--- config.mk ---
export PLATFORM = sky130hd
export DESIGN_NAME = indexed_ordered_list_engine
export DESIGN_NICKNAME = d
export VERILOG_FILES = /design/src/rtl/iole_pkg.sv /design/src/rtl/indexed_ordered_list_engine.sv
export SDC_FILE = /design/constraint.sdc
export NUM_CORES = 1
export LEC_CHECK = 0
export ABC_AREA = 1
export ABC_CLOCK_PERIOD_IN_PS = 5600
export BUFFER_PORTS_ARGS = -buffer_cell sky130_fd_sc_hd__buf_2
export CAP_MARGIN = 20
export CORE_UTILIZATION = 60
export DETAILED_ROUTE_END_ITERATION = 6
export PLACE_DENSITY_LB_ADDON = 0.3
export SLEW_MARGIN = 20
export SYNTH_ARGS = -nofsm -noshare
export SYNTH_HDL_FRONTEND = slang
export SYNTH_SLANG_ARGS = --single-unit
--- constraint.sdc ---
create_clock -name clk_i -period 5.6 [get_ports clk_i]
set_input_delay 0.56 -clock clk_i [delete_from_list [all_inputs] [get_ports clk_i]]
set_output_delay 0.56 -clock clk_i [all_outputs]
set_load 0.005 [all_outputs]
--- src/rtl/iole_pkg.sv ---
// ----------------------------------------------------------------------------
// iole_pkg
// Opcodes, status codes and word widths shared by the indexed ordered list
// engine.
// ----------------------------------------------------------------------------
package iole_pkg;

  localparam int unsigned OpW     = 3;
  localparam int unsigned ValW    = 32;
  localparam int unsigned PosW    = 5;
  localparam int unsigned StW     = 2;
  localparam int unsigned FposW   = 4;
  localparam int unsigned CntW    = 5;

  localparam int unsigned InDataW  = 40;
  localparam int unsigned OutDataW = 48;

  localparam logic [OpW-1:0] OP_APPEND = 3'd0;
  localparam logic [OpW-1:0] OP_INSERT = 3'd1;
  localparam logic [OpW-1:0] OP_REMOVE = 3'd2;
  localparam logic [OpW-1:0] OP_FIND   = 3'd3;
  localparam logic [OpW-1:0] OP_GET    = 3'd4;

  localparam logic [StW-1:0] ST_OK       = 2'd0;
  localparam logic [StW-1:0] ST_RANGE    = 2'd1;
  localparam logic [StW-1:0] ST_FULL     = 2'd2;
  localparam logic [StW-1:0] ST_NOTFOUND = 2'd3;

endpackage

--- src/rtl/indexed_ordered_list_engine.sv ---
// ----------------------------------------------------------------------------
// indexed_ordered_list_engine
// Ordered list of signed 32-bit values in an array with one read and one write
// port, with append, insert, remove, find and get driven by a small sequencer.
// ----------------------------------------------------------------------------
//
//  Channel  Direction  Word fields (lowest bit first)
//  s_axis   in         opcode[2:0], value[34:3], position[39:35]
//  m_axis   out        status[1:0], read_value[33:2], found_position[37:34],
//                      count[42:38], zero fill[47:43]
//
//  Find, insert and remove walk the array one entry per cycle through the
//  single memory read port, so their length grows with the entry count.
//  Reset clears state, count, pend and valid; unwritten entries go unused.
//  A finished word waits in the output register while the next item is taken;
//  the sequencer stalls only if it finishes before that word is taken.
//
module indexed_ordered_list_engine #(
  parameter int unsigned CAPACITY = 16
) (
  input  logic                           clk_i,
  input  logic                           rst_ni,
  input  logic                           s_axis_tvalid_i,
  output logic                           s_axis_tready_o,
  // opcode, value, position
  input  logic [iole_pkg::InDataW-1:0]   s_axis_tdata_i,
  output logic                           m_axis_tvalid_o,
  input  logic                           m_axis_tready_i,
  // status, read_value, found_position, count, zero fill
  output logic [iole_pkg::OutDataW-1:0]  m_axis_tdata_o
);

  localparam int unsigned AW  = (CAPACITY > 1) ? $clog2(CAPACITY) : 1;
  localparam int unsigned CW  = $clog2(CAPACITY + 1);
  localparam int unsigned PW  = (CW > iole_pkg::PosW) ? CW : iole_pkg::PosW;

  localparam logic [2:0] S_IDLE  = 3'd0;
  localparam logic [2:0] S_SHIFT = 3'd1;
  localparam logic [2:0] S_TAIL  = 3'd2;
  localparam logic [2:0] S_PUT   = 3'd3;
  localparam logic [2:0] S_FIND  = 3'd4;
  localparam logic [2:0] S_GET   = 3'd5;
  localparam logic [2:0] S_GETW  = 3'd6;
  localparam logic [2:0] S_DONE  = 3'd7;

  logic [2:0]                  state_q, state_d;
  logic [CW-1:0]               count_q, count_d;
  logic [iole_pkg::OpW-1:0]    op_q, op_d;
  logic signed [31:0]          val_q, val_d;
  logic [AW-1:0]               put_q, put_d;
  logic [CW-1:0]               ptr_q, ptr_d;
  logic [CW-1:0]               last_q, last_d;
  logic [AW-1:0]               cmp_q, cmp_d;
  logic [AW-1:0]               wa_q, wa_d;
  logic                        pend_q, pend_d;
  logic [iole_pkg::StW-1:0]    st_q, st_d;
  logic signed [31:0]          rd_q, rd_d;
  logic [iole_pkg::FposW-1:0]  fpos_q, fpos_d;

  logic                        ovalid_q, ovalid_d;
  logic [iole_pkg::OutDataW-1:0] odata_q, odata_d;

  logic                        mem_we;
  logic [AW-1:0]               mem_wa;
  logic [AW-1:0]               mem_ra;
  logic signed [31:0]          mem_wd;
  logic signed [31:0]          mem [CAPACITY];
  logic signed [31:0]          rdata_q;

  logic [iole_pkg::OpW-1:0]    in_op;
  logic signed [31:0]          in_val;
  logic [iole_pkg::PosW-1:0]   in_pos;
  logic [PW-1:0]               pos_x;
  logic [PW-1:0]               cnt_x;
  logic                        full;
  logic                        accept;
  logic [CW-1:0]               new_count;

  assign in_op  = s_axis_tdata_i[2:0];
  assign in_val = s_axis_tdata_i[34:3];
  assign in_pos = s_axis_tdata_i[39:35];
  assign pos_x  = PW'(in_pos);
  assign cnt_x  = PW'(count_q);
  assign full   = (count_q == CW'(CAPACITY));

  assign s_axis_tready_o = (state_q == S_IDLE);
  assign accept          = s_axis_tvalid_i && s_axis_tready_o;
  assign m_axis_tvalid_o = ovalid_q;
  assign m_axis_tdata_o  = odata_q;

  always_ff @(posedge clk_i) begin
    if (mem_we) begin
      mem[mem_wa] <= mem_wd;
    end
    rdata_q <= mem[mem_ra];
  end

  always_comb begin
    new_count = count_q;
    if (st_q == iole_pkg::ST_OK) begin
      if (op_q == iole_pkg::OP_APPEND || op_q == iole_pkg::OP_INSERT) begin
        new_count = count_q + CW'(1);
      end else if (op_q == iole_pkg::OP_REMOVE) begin
        new_count = count_q - CW'(1);
      end
    end
  end

  always_comb begin
    state_d  = state_q;
    count_d  = count_q;
    op_d     = op_q;
    val_d    = val_q;
    put_d    = put_q;
    ptr_d    = ptr_q;
    last_d   = last_q;
    cmp_d    = cmp_q;
    wa_d     = wa_q;
    pend_d   = pend_q;
    st_d     = st_q;
    rd_d     = rd_q;
    fpos_d   = fpos_q;
    ovalid_d = ovalid_q;
    odata_d  = odata_q;
    mem_we   = 1'b0;
    mem_wa   = wa_q;
    mem_wd   = rdata_q;
    mem_ra   = put_q;

    if (ovalid_q && m_axis_tready_i) begin
      ovalid_d = 1'b0;
    end

    case (state_q)
      S_IDLE: begin
        if (accept) begin
          op_d   = in_op;
          val_d  = in_val;
          st_d   = iole_pkg::ST_OK;
          rd_d   = '0;
          fpos_d = '0;
          pend_d = 1'b0;
          put_d  = AW'(in_pos);
          state_d = S_DONE;
          case (in_op)
            iole_pkg::OP_APPEND: begin
              if (full) begin
                st_d = iole_pkg::ST_FULL;
              end else begin
                put_d   = AW'(count_q);
                state_d = S_PUT;
              end
            end
            iole_pkg::OP_INSERT: begin
              if (pos_x > cnt_x) begin
                st_d = iole_pkg::ST_RANGE;
              end else if (full) begin
                st_d = iole_pkg::ST_FULL;
              end else if (pos_x == cnt_x) begin
                state_d = S_PUT;
              end else begin
                ptr_d   = count_q - CW'(1);
                last_d  = CW'(in_pos);
                state_d = S_SHIFT;
              end
            end
            iole_pkg::OP_REMOVE: begin
              if (pos_x >= cnt_x) begin
                st_d = iole_pkg::ST_RANGE;
              end else if (pos_x != cnt_x - PW'(1)) begin
                ptr_d   = CW'(in_pos) + CW'(1);
                last_d  = count_q - CW'(1);
                state_d = S_SHIFT;
              end
            end
            iole_pkg::OP_FIND: begin
              if (count_q == '0) begin
                st_d = iole_pkg::ST_NOTFOUND;
              end else begin
                ptr_d   = '0;
                state_d = S_FIND;
              end
            end
            iole_pkg::OP_GET: begin
              if (pos_x >= cnt_x) begin
                st_d = iole_pkg::ST_RANGE;
              end else begin
                state_d = S_GET;
              end
            end
            default: begin
              state_d = S_DONE;
            end
          endcase
        end
      end
      S_SHIFT: begin
        mem_ra = ptr_q[AW-1:0];
        mem_we = pend_q;
        pend_d = 1'b1;
        if (op_q == iole_pkg::OP_INSERT) begin
          wa_d = ptr_q[AW-1:0] + AW'(1);
        end else begin
          wa_d = ptr_q[AW-1:0] - AW'(1);
        end
        if (ptr_q == last_q) begin
          state_d = S_TAIL;
        end else if (op_q == iole_pkg::OP_INSERT) begin
          ptr_d = ptr_q - CW'(1);
        end else begin
          ptr_d = ptr_q + CW'(1);
        end
      end
      S_TAIL: begin
        mem_we = 1'b1;
        pend_d = 1'b0;
        state_d = (op_q == iole_pkg::OP_INSERT) ? S_PUT : S_DONE;
      end
      S_PUT: begin
        mem_we  = 1'b1;
        mem_wa  = put_q;
        mem_wd  = val_q;
        state_d = S_DONE;
      end
      S_FIND: begin
        mem_ra = ptr_q[AW-1:0];
        if (pend_q && rdata_q == val_q) begin
          fpos_d  = iole_pkg::FposW'(cmp_q);
          pend_d  = 1'b0;
          state_d = S_DONE;
        end else if (ptr_q == count_q) begin
          st_d    = iole_pkg::ST_NOTFOUND;
          pend_d  = 1'b0;
          state_d = S_DONE;
        end else begin
          cmp_d  = ptr_q[AW-1:0];
          ptr_d  = ptr_q + CW'(1);
          pend_d = 1'b1;
        end
      end
      S_GET: begin
        state_d = S_GETW;
      end
      S_GETW: begin
        rd_d    = rdata_q;
        state_d = S_DONE;
      end
      S_DONE: begin
        if (!ovalid_q || m_axis_tready_i) begin
          ovalid_d = 1'b1;
          odata_d  = {5'd0, iole_pkg::CntW'(new_count), fpos_q, rd_q, st_q};
          count_d  = new_count;
          state_d  = S_IDLE;
        end
      end
      default: begin
        state_d = S_IDLE;
      end
    endcase
  end

  always_ff @(posedge clk_i or negedge rst_ni) begin
    if (!rst_ni) begin
      state_q  <= S_IDLE;
      count_q  <= '0;
      pend_q   <= 1'b0;
      ovalid_q <= 1'b0;
    end else begin
      state_q  <= state_d;
      count_q  <= count_d;
      pend_q   <= pend_d;
      ovalid_q <= ovalid_d;
    end
  end

  always_ff @(posedge clk_i) begin
    op_q    <= op_d;
    val_q   <= val_d;
    put_q   <= put_d;
    ptr_q   <= ptr_d;
    last_q  <= last_d;
    cmp_q   <= cmp_d;
    wa_q    <= wa_d;
    st_q    <= st_d;
    rd_q    <= rd_d;
    fpos_q  <= fpos_d;
    odata_q <= odata_d;
  end

`ifndef SYNTHESIS
  a_count_bound: assert property (@(posedge clk_i) disable iff (!rst_ni)
    count_q <= CW'(CAPACITY))
    else $error("entry count exceeds capacity");

  a_write_in_range: assert property (@(posedge clk_i) disable iff (!rst_ni)
    mem_we |-> (CW'(mem_wa) < count_q + CW'(1)) && (CW'(mem_wa) < CW'(CAPACITY)))
    else $error("array write outside the occupied range");

  a_find_ptr: assert property (@(posedge clk_i) disable iff (!rst_ni)
    (state_q == S_FIND) |-> (ptr_q <= count_q))
    else $error("find pointer ran past the entry count");

  a_leave_idle: assert property (@(posedge clk_i) disable iff (!rst_ni)
    accept |=> (state_q != S_IDLE))
    else $error("accepted word did not start the sequencer");

  a_count_only_done: assert property (@(posedge clk_i) disable iff (!rst_ni)
    (count_q != $past(count_q)) |-> ($past(state_q) == S_DONE))
    else $error("entry count changed outside the result step");
`endif

endmodule
==> results.py, run 1 <==
metrics = {
    "timing": {
        "tightest_slew_ns": 1.11,
        "slew_headroom": 0.257,
        "finalCritPeriodShare": 0.642,
        "finalSetupTns_ns": 0,
        "max_freq_mhz": 278,
        "finalHoldViolations": 0,
        "setup_viol": 0,
        "finalMaxSlewViolations": 0,
        "rsz0062_at_grt": "false",
        "skew_ns": 0.0222,
        "period_minus_slack_ns": 3.60,
    },
    "drt": {
        "drt-initial-drc-count": 2053,
        "avgRoutedWirePerCell_um": 20.2,
        "routed_wl_um": 65000,
        "viasPerCell": 5.73,
        "firstDrtPassIters": 6,
        "dr_total_vias": 18400,
        "route.detailed.drc": 0,
        "route.antenna.remaining_nets": 0,
    },
    "pwr": {
        "cellLeakagePower_nw": 12.4,
        "sw_frac_of_total": 0.358,
        "pwr-share-seq": 0.426,
        "ir_drop_uv": 407,
        "p_sw_mw": 6.51,
        "powerDensity_nw_per_um2": 560,
        "intPower_mw": 11.7,
        "clock_power_share": 0.249,
        "pwr-share-comb": 0.326,
    },
    "clock_network": {
        "cts_hold_buf": 1,
        "clk_latency_ns": 0.61,
        "clk_path_buf_depth": 3,
        "cts_made_buffers": 70,
        "cts_tree": "yes",
        "root_buffer": "clkbuf_16",
        "path_clk_slew_ns": 0.06,
        "cts.sink_count": 692,
        "cts_resized": 0,
        "htree_levels": 3,
        "post_cts_buffers": 0,
    },
    "outcome": {
        "status": "completed",
    },
    "critical_path": {
        "cp.arrival_ns": 3.85,
        "endpoint_kind": "flip-flop",
        "crit_type": "flip-flop to flip-flop",
        "worst_setup_path_start_kind": "flip-flop",
        "reg2reg_from": "state_q[0]$_DFFE_PN0P_",
        "cp_max_fo": 31,
        "required_ns": 5.85,
        "setup.worst_path.start": "state_q[0]$_DFFE_PN0P_",
        "ff2ff_setup_slack_ns": 2.00,
        "r2r_end": "mem[13][19]$_DFFE_PP_",
        "r2r_cells": 8,
    },
    "worst_hold_path": {
        "hold_depth": 1,
        "hp-start": "s_axis_tdata_i[18]",
        "whs_endpoint": "val_q[15]$_DFFE_PP_",
        "hp-class": "input port to flip-flop",
    },
    "layout": {
        "layout.cells.non_filler": 3211,
        "multi_input_comb_area_sq_um": 6460,
        "num_antenna_cells": 0,
        "fillers": 3226,
        "nets": 2599,
        "final_common_cell": "edfxtp_1",
        "layout.area.seq_sq_um": 20400,
        "final_cell_mix": "edfxtp_1, inv_1, nand2_1",
        "area_delta_synth_final_pct": 12.5,
        "drive_gt1_frac": 0.106,
    },
    "grt": {
        "globalRouteTotalUtil": 0.265,
        "grt_pass1_vias": 17500,
        "antenna_found_initial": 0,
        "grt_remaining_overflow": 0,
        "grt_pass1_wl_um": 98000,
        "grt_start_max_net_pins": 201,
    },
    "synthesis": {
        "synthArstFlopShare": 0.0145,
        "postSynthAreaPerCell_sq_um": 11.8,
        "syn_area_sq_um": 28900,
        "ys.flop_type": "edfxtp_1",
        "synth-edff-count": 650,
        "syn_inst": 2449,
        "ys_ff_latch": 692,
        "yosys_warnings": 0,
        "yosysSeqAreaShare": 0.707,
        "yosysUniqueCellTypes": 39,
    },
    "floorplan": {
        "die_h_um": 221,
        "rows": 80,
        "start_util": 0.606,
        "die_x_um": 221,
        "dieArea_sq_um": 49000,
        "io_pins": 94,
        "core_area_sq_um": 47600,
    },
    "placement": {
        "gp_congestion": 0.918,
        "io_buffer_count": 88,
        "hpwl_um": 38900,
        "dp.cells": 3074,
    },
    "job": {
        "maxCapViolCount": 0,
    },
}
## synthesized netlist by cell type, types with 2 or more instances
cell	instances	area, sq um
a21oi_1	140	701
a31oi_1	2	12.5
buf_1	7	26.3
buf_2	57	285
buf_4	32	240
buf_6	9	101
clkbuf_1	21	78.8
dfrtp_1	10	250
dfxtp_1	32	641
edfxtp_1	650	19500
ha_1	13	163
inv_1	387	1450
inv_2	3	11.3
nand2_1	367	1380
nand2_4	2	22.5
nand3_1	223	1120
nand4_1	10	62.6
nor2_1	102	383
nor3_1	3	15.0
nor3b_1	2	15.0
o211ai_1	134	1010
o21ai_0	103	515
o21ai_1	94	470
o21ai_4	2	32.5
o22ai_1	7	43.8
o311ai_0	2	17.5
o32ai_1	2	17.5
xnor2_1	11	96.3
xor2_1	12	105
## final cells by class
type | instances | area share
clock inverters | 32 | 0.00867
clock buffers | 95 | 0.0600
well taps | 615 | 0.0237
repair buffers | 142 | 0.0354
multi-input cells | 1244 | 0.199
flip-flops and latches | 692 | 0.628
inverters | 391 | 0.0452
## state kept, by name, summed over array words and instances, names as in the netlist
| signal | flops |
|---|---|
| cmp_q | 4 |
| fpos_q | 4 |
| pend_q | 1 |
| val_q | 32 |
| m_axis_tdata_o | 43 |
| put_q | 4 |
| st_q | 2 |
| state_q | 3 |
| m_axis_tvalid_o | 1 |
| mem | 512 |
| op_q | 3 |
| rd_q | 32 |
| last_q | 5 |
| cnt_x | 5 |
| wa_q | 4 |
| rdata_q | 32 |
| ptr_q | 5 |
## kinds of logic (layout without fill, tap and decap cells)
family,Yosys count,after routing,synth area share
adders and majority gates,14,14,0.00633
buffers and inverters,517,660,0.0762
and+or+nand+nor,714,714,0.105
DFF,692,692,0.707
other,1,5,0.000130
AOI/OAI and AO/OA,488,488,0.0982
xor gates and xnor gates,23,23,0.00698
## power by group through the flow
stage | registers [mW] | logic, mW | clock network, mW
final | 7.74 | 5.92 | 4.52
after global routing | 7.80 | 6.54 | 4.76
after CTS | 7.74 | 5.81 | 4.58
after detailed placement | 7.84 | 5.75 | 0
after global placement | 7.82 | 5.51 | 0
after floorplan | 7.73 | 4.03 | 0
## stage by stage
step / hold WS [ns] / power (mW) / setup slack (ns) / cell area, sq um / utilization
2_1_floorplan: 0.264 / 11.8 / 1.44 / 28900 / -
3_3_place_gp: 0.401 / 13.3 / 2.21 / 29900 / 0.627
3_5_place_dp: 0.405 / 13.6 / 2.17 / 30000 / 0.629
4_1_cts: 0.104 / 18.1 / 2.14 / 32200 / 0.676
5_1_grt: 0.107 / 19.1 / 1.82 / 32500 / 0.682
6_report: 0.127 / 18.2 / 2.00 / 32500 / 0.682
## how the worst max path moves through the flow
stage / to / slack (ns) / cells past startpoint
finish: mem[13][19]$_DFFE_PP_ / 2.00 / 8
global route: mem[13][19]$_DFFE_PP_ / 1.82 / 8
CTS: mem[14][17]$_DFFE_PP_ / 2.14 / 7
detailed placement: mem[14][13]$_DFFE_PP_ / 2.17 / 7
global placement: mem[15][9]$_DFFE_PP_ / 2.21 / 7
floorplan: rd_q[0]$_SDFFCE_PN0P_ / 1.44 / 8
## per-layer routing
layer | up-vias | track usage | routed length, um
li1 | 8696 | - | -
met1 | 8744 | 0.358 | 26200
met2 | 842 | 0.428 | 31000
met3 | 132 | 0.0534 | 5780
met4 | 0 | 0.0986 | 2020
met5 | - | 0 | 0
## worst max-delay path, stage by stage, from the launching register on
cell and delay, ns:
dfrtp_1 0.54, nand2_1 0.18, nor2_4 0.42, buf_4 0.42, o21ai_0 0.23, inv_1 0.14
nand2_1 0.24, nor2_4 0.59, buf_4 0.46
No activity file was read; power rests on OpenSTA's default activity.
==> run 2, diff against run 1 <==
Settings changed: ABC_AREA 1 to 0, ABC_CLOCK_PERIOD_IN_PS 5600 to 3290, CORE_UTILIZATION 60 to 56.
Clock period 5.6 ns to 3.29 ns, I/O delays scaled along.
==> run 2 against run 1 <==
  * Largest power group unchanged
  * First-iteration DRC count increased by 15%
  * Global-route usage increased by 3.8 points
  * Fmax increased by 20%
  * Cell count decreased by 14%
==> results.py, run 2 <==
metrics = {
    "grt": {
        "globalRouteTotalUtil": 0.302,
        "grt_remaining_overflow": 0,
        "antenna_found_initial": 0,
        "grt_pass1_vias": 17200,
        "grt_start_max_net_pins": 65,
        "grt_pass1_wl_um": 110000,
    },
    "floorplan": {
        "dieArea_sq_um": 50700,
        "die_h_um": 225,
        "rows": 81,
        "io_pins": 94,
        "start_util": 0.569,
        "core_area_sq_um": 49100,
        "die_x_um": 225,
    },
    "clock_network": {
        "clk_latency_ns": 0.62,
        "cts_made_buffers": 71,
        "clk_path_buf_depth": 3,
        "root_buffer": "clkbuf_16",
        "cts.sink_count": 692,
        "htree_levels": 3,
        "path_clk_slew_ns": 0.06,
        "cts_tree": "yes",
    },
    "layout": {
        "fillers": 3291,
        "regMostFlops": "mem",
        "area_delta_synth_final_pct": 17.0,
        "largest_reg_flops": 512,
        "fin_area_sq_um": 32600,
        "fin_util": 0.665,
        "drive_gt1_frac": 0.212,
        "num_antenna_cells": 0,
        "nets": 2104,
        "final_cell_mix": "edfxtp_1, nand3_1, o21ai_0",
        "final_common_cell": "edfxtp_1",
    },
    "timing": {
        "setup_viol": 0,
        "finalMaxSlewViolations": 0,
        "rsz0062_at_grt": "false",
        "finalHoldViolations": 0,
        "skew_ns": 0.0316,
        "fin_ws_ns": 0.299,
        "whs_ns": 0.116,
        "period_minus_slack_ns": 2.99,
        "finalCritPeriodShare": 0.909,
        "slew_headroom": 0.298,
        "tightest_slew_ns": 1.05,
        "max_freq_mhz": 334,
    },
    "synthesis": {
        "syn_area_sq_um": 27900,
        "yosys.area.top_type": "edfxtp_1",
        "yosys-top-cells-count": "edfxtp_1, nand3_1, o21ai_0",
        "yosysUniqueCellTypes": 61,
        "yosysSeqAreaShare": 0.732,
        "yosys_warnings": 0,
        "synthArstFlopShare": 0.0145,
        "postSynthAreaPerCell_sq_um": 14.9,
        "synth-edff-count": 650,
        "ys.flop_type": "edfxtp_1",
        "synth.most_common_cell": "edfxtp_1",
        "netlist.area_leader.share": 0.700,
        "syn_inst": 1867,
        "synth.area.top_cells": "edfxtp_1, mux2_2, nand3_1",
        "ys_ff_latch": 692,
    },
    "critical_path": {
        "ff2ff_setup_slack_ns": 0.30,
        "crit_type": "flip-flop to flip-flop",
        "setup.worst_path.start": "state_q[2]$_DFFE_PN0P_",
        "worst_setup_path_start_kind": "flip-flop",
        "cpMaxStageDelayCell": "a211oi_4",
        "path_common_cell": "buf_4",
        "required_ns": 3.79,
        "cp_max_fo": 12,
        "critPathMaxStageDelay_ns": 0.66,
        "r2r_end": "rdata_q[23]$_DFF_P_",
        "endpoint_kind": "flip-flop",
        "cp.arrival_ns": 3.49,
        "reg2reg_from": "state_q[2]$_DFFE_PN0P_",
        "crit_chain": "xnor2_1 -> buf_4 -> or4_1 -> a211oi_4 -> buf_4 -> nand3_1 -> o2111ai_1 -> nor3_1",
        "r2r_cells": 8,
    },
    "pwr": {
        "p_total_mw": 30.1,
        "pwr-share-seq": 0.428,
        "intPower_mw": 20.2,
        "ir_drop_uv": 551,
        "p_sw_mw": 9.90,
        "sw_frac_of_total": 0.329,
        "clock_power_share": 0.271,
        "pwr-share-comb": 0.302,
        "powerDensity_nw_per_um2": 922,
        "cellLeakagePower_nw": 11.0,
    },
    "placement": {
        "gp_congestion": 0.921,
        "dp_slack_ns": 0.172,
        "postPlaceCellArea_sq_um": 29900,
        "io_buffer_count": 88,
        "hpwl_um": 45100,
    },
    "drt": {
        "route.antenna.remaining_nets": 0,
        "viasPerCell": 6.37,
        "dr_total_vias": 17600,
        "firstDrtPassIters": 7,
        "drt-initial-drc-count": 2369,
        "routed_wl_um": 75000,
        "avgRoutedWirePerCell_um": 27.2,
        "route.detailed.drc": 0,
    },
    "worst_hold_path": {
        "hp-class": "input port to flip-flop",
        "hold_depth": 1,
        "hp-start": "s_axis_tdata_i[1]",
        "whs_endpoint": "op_q[1]$_DFFE_PP_",
    },
    "outcome": {
        "status": "completed",
    },
    "job": {
        "maxCapViolCount": 0,
    },
}
## run 2: kinds of logic after synthesis
family,after synthesis,synth area share
adder cells (fa/ha/maj),14,0.00655
flip-flops,692,0.732
AO/OA/AOI/OAI,298,0.0707
buffers and inverters,147,0.0218
multiplexers,158,0.0624
other,1,0.000134
XOR/XNOR,56,0.0183
AND/OR/NAND/NOR,501,0.0883
## run 2: worst max-delay path by stage
| stage | to | slack (ns) | cells past startpoint |
|---|---|---|---|
| floorplan | mem[0][0]$_DFFE_PP_ | -0.22 | 6 |
| detailed placement | ptr_q[2]$_DFFE_PP_ | 0.17 | 8 |
| global placement | ptr_q[4]$_DFFE_PP_ | 0.31 | 8 |
| finish | rdata_q[23]$_DFF_P_ | 0.30 | 8 |
| global route | mem[8][3]$_DFFE_PP_ | 0.24 | 6 |
| CTS | ptr_q[2]$_DFFE_PP_ | 0.16 | 8 |
## run 2: timing repair
item / CTS / global route
setup buffers: 0 / 0
endpoints found under the setup margin: 0 / 5
resized for setup: 0 / 1
endpoints found under the hold margin: 42 / 0
hold buffers: 33 / 0
## run 2: layout make-up
cell class	instances	area, sq um	share of cell area
clock buffers	107	2020	0.0621
multi-input cells	1032	7150	0.219
flip-flops and latches	692	20400	0.626
repair buffers	216	1760	0.0539
inverters	33	124	0.00380
well taps	664	831	0.0255
clock inverters	19	325	0.00997
## run 2: critical path: cells and delay by family (launching register included)
kind | cells | cell delay (ns)
AO/OA/AOI/OAI | 2 | 0.80
XOR/XNOR | 1 | 0.19
buffers and inverters | 2 | 0.59
flip-flops | 1 | 0.52
AND/OR/NAND/NOR | 3 | 0.75
## run 2: power groups by stage
stage                     logic, mW  clock network [mW]  registers, mW
final                          9.07                8.14           12.9
after global routing           9.65                8.52           12.9
after CTS                      8.92                8.21           12.8
after detailed placement       8.83                   0           13.0
after global placement         8.59                   0           13.0
after floorplan                5.38                   0           12.8
## run 2: metal layers
metal | routed length, um | global-route usage | up-vias
li1 | - | - | 7566
met1 | 29200 | 0.419 | 8669
met2 | 34700 | 0.471 | 1163
met3 | 8460 | 0.0665 | 202
met4 | 2690 | 0.112 | 0
met5 | 0 | 0 | -
## run 2: per-stage QoR
stage,TNS [ns],std cells
after global placement,0,2604
after global routing,0,2763
after floorplan,-61.94,1871
final,0,2763
after CTS,0,2763
after detailed placement,0,2604
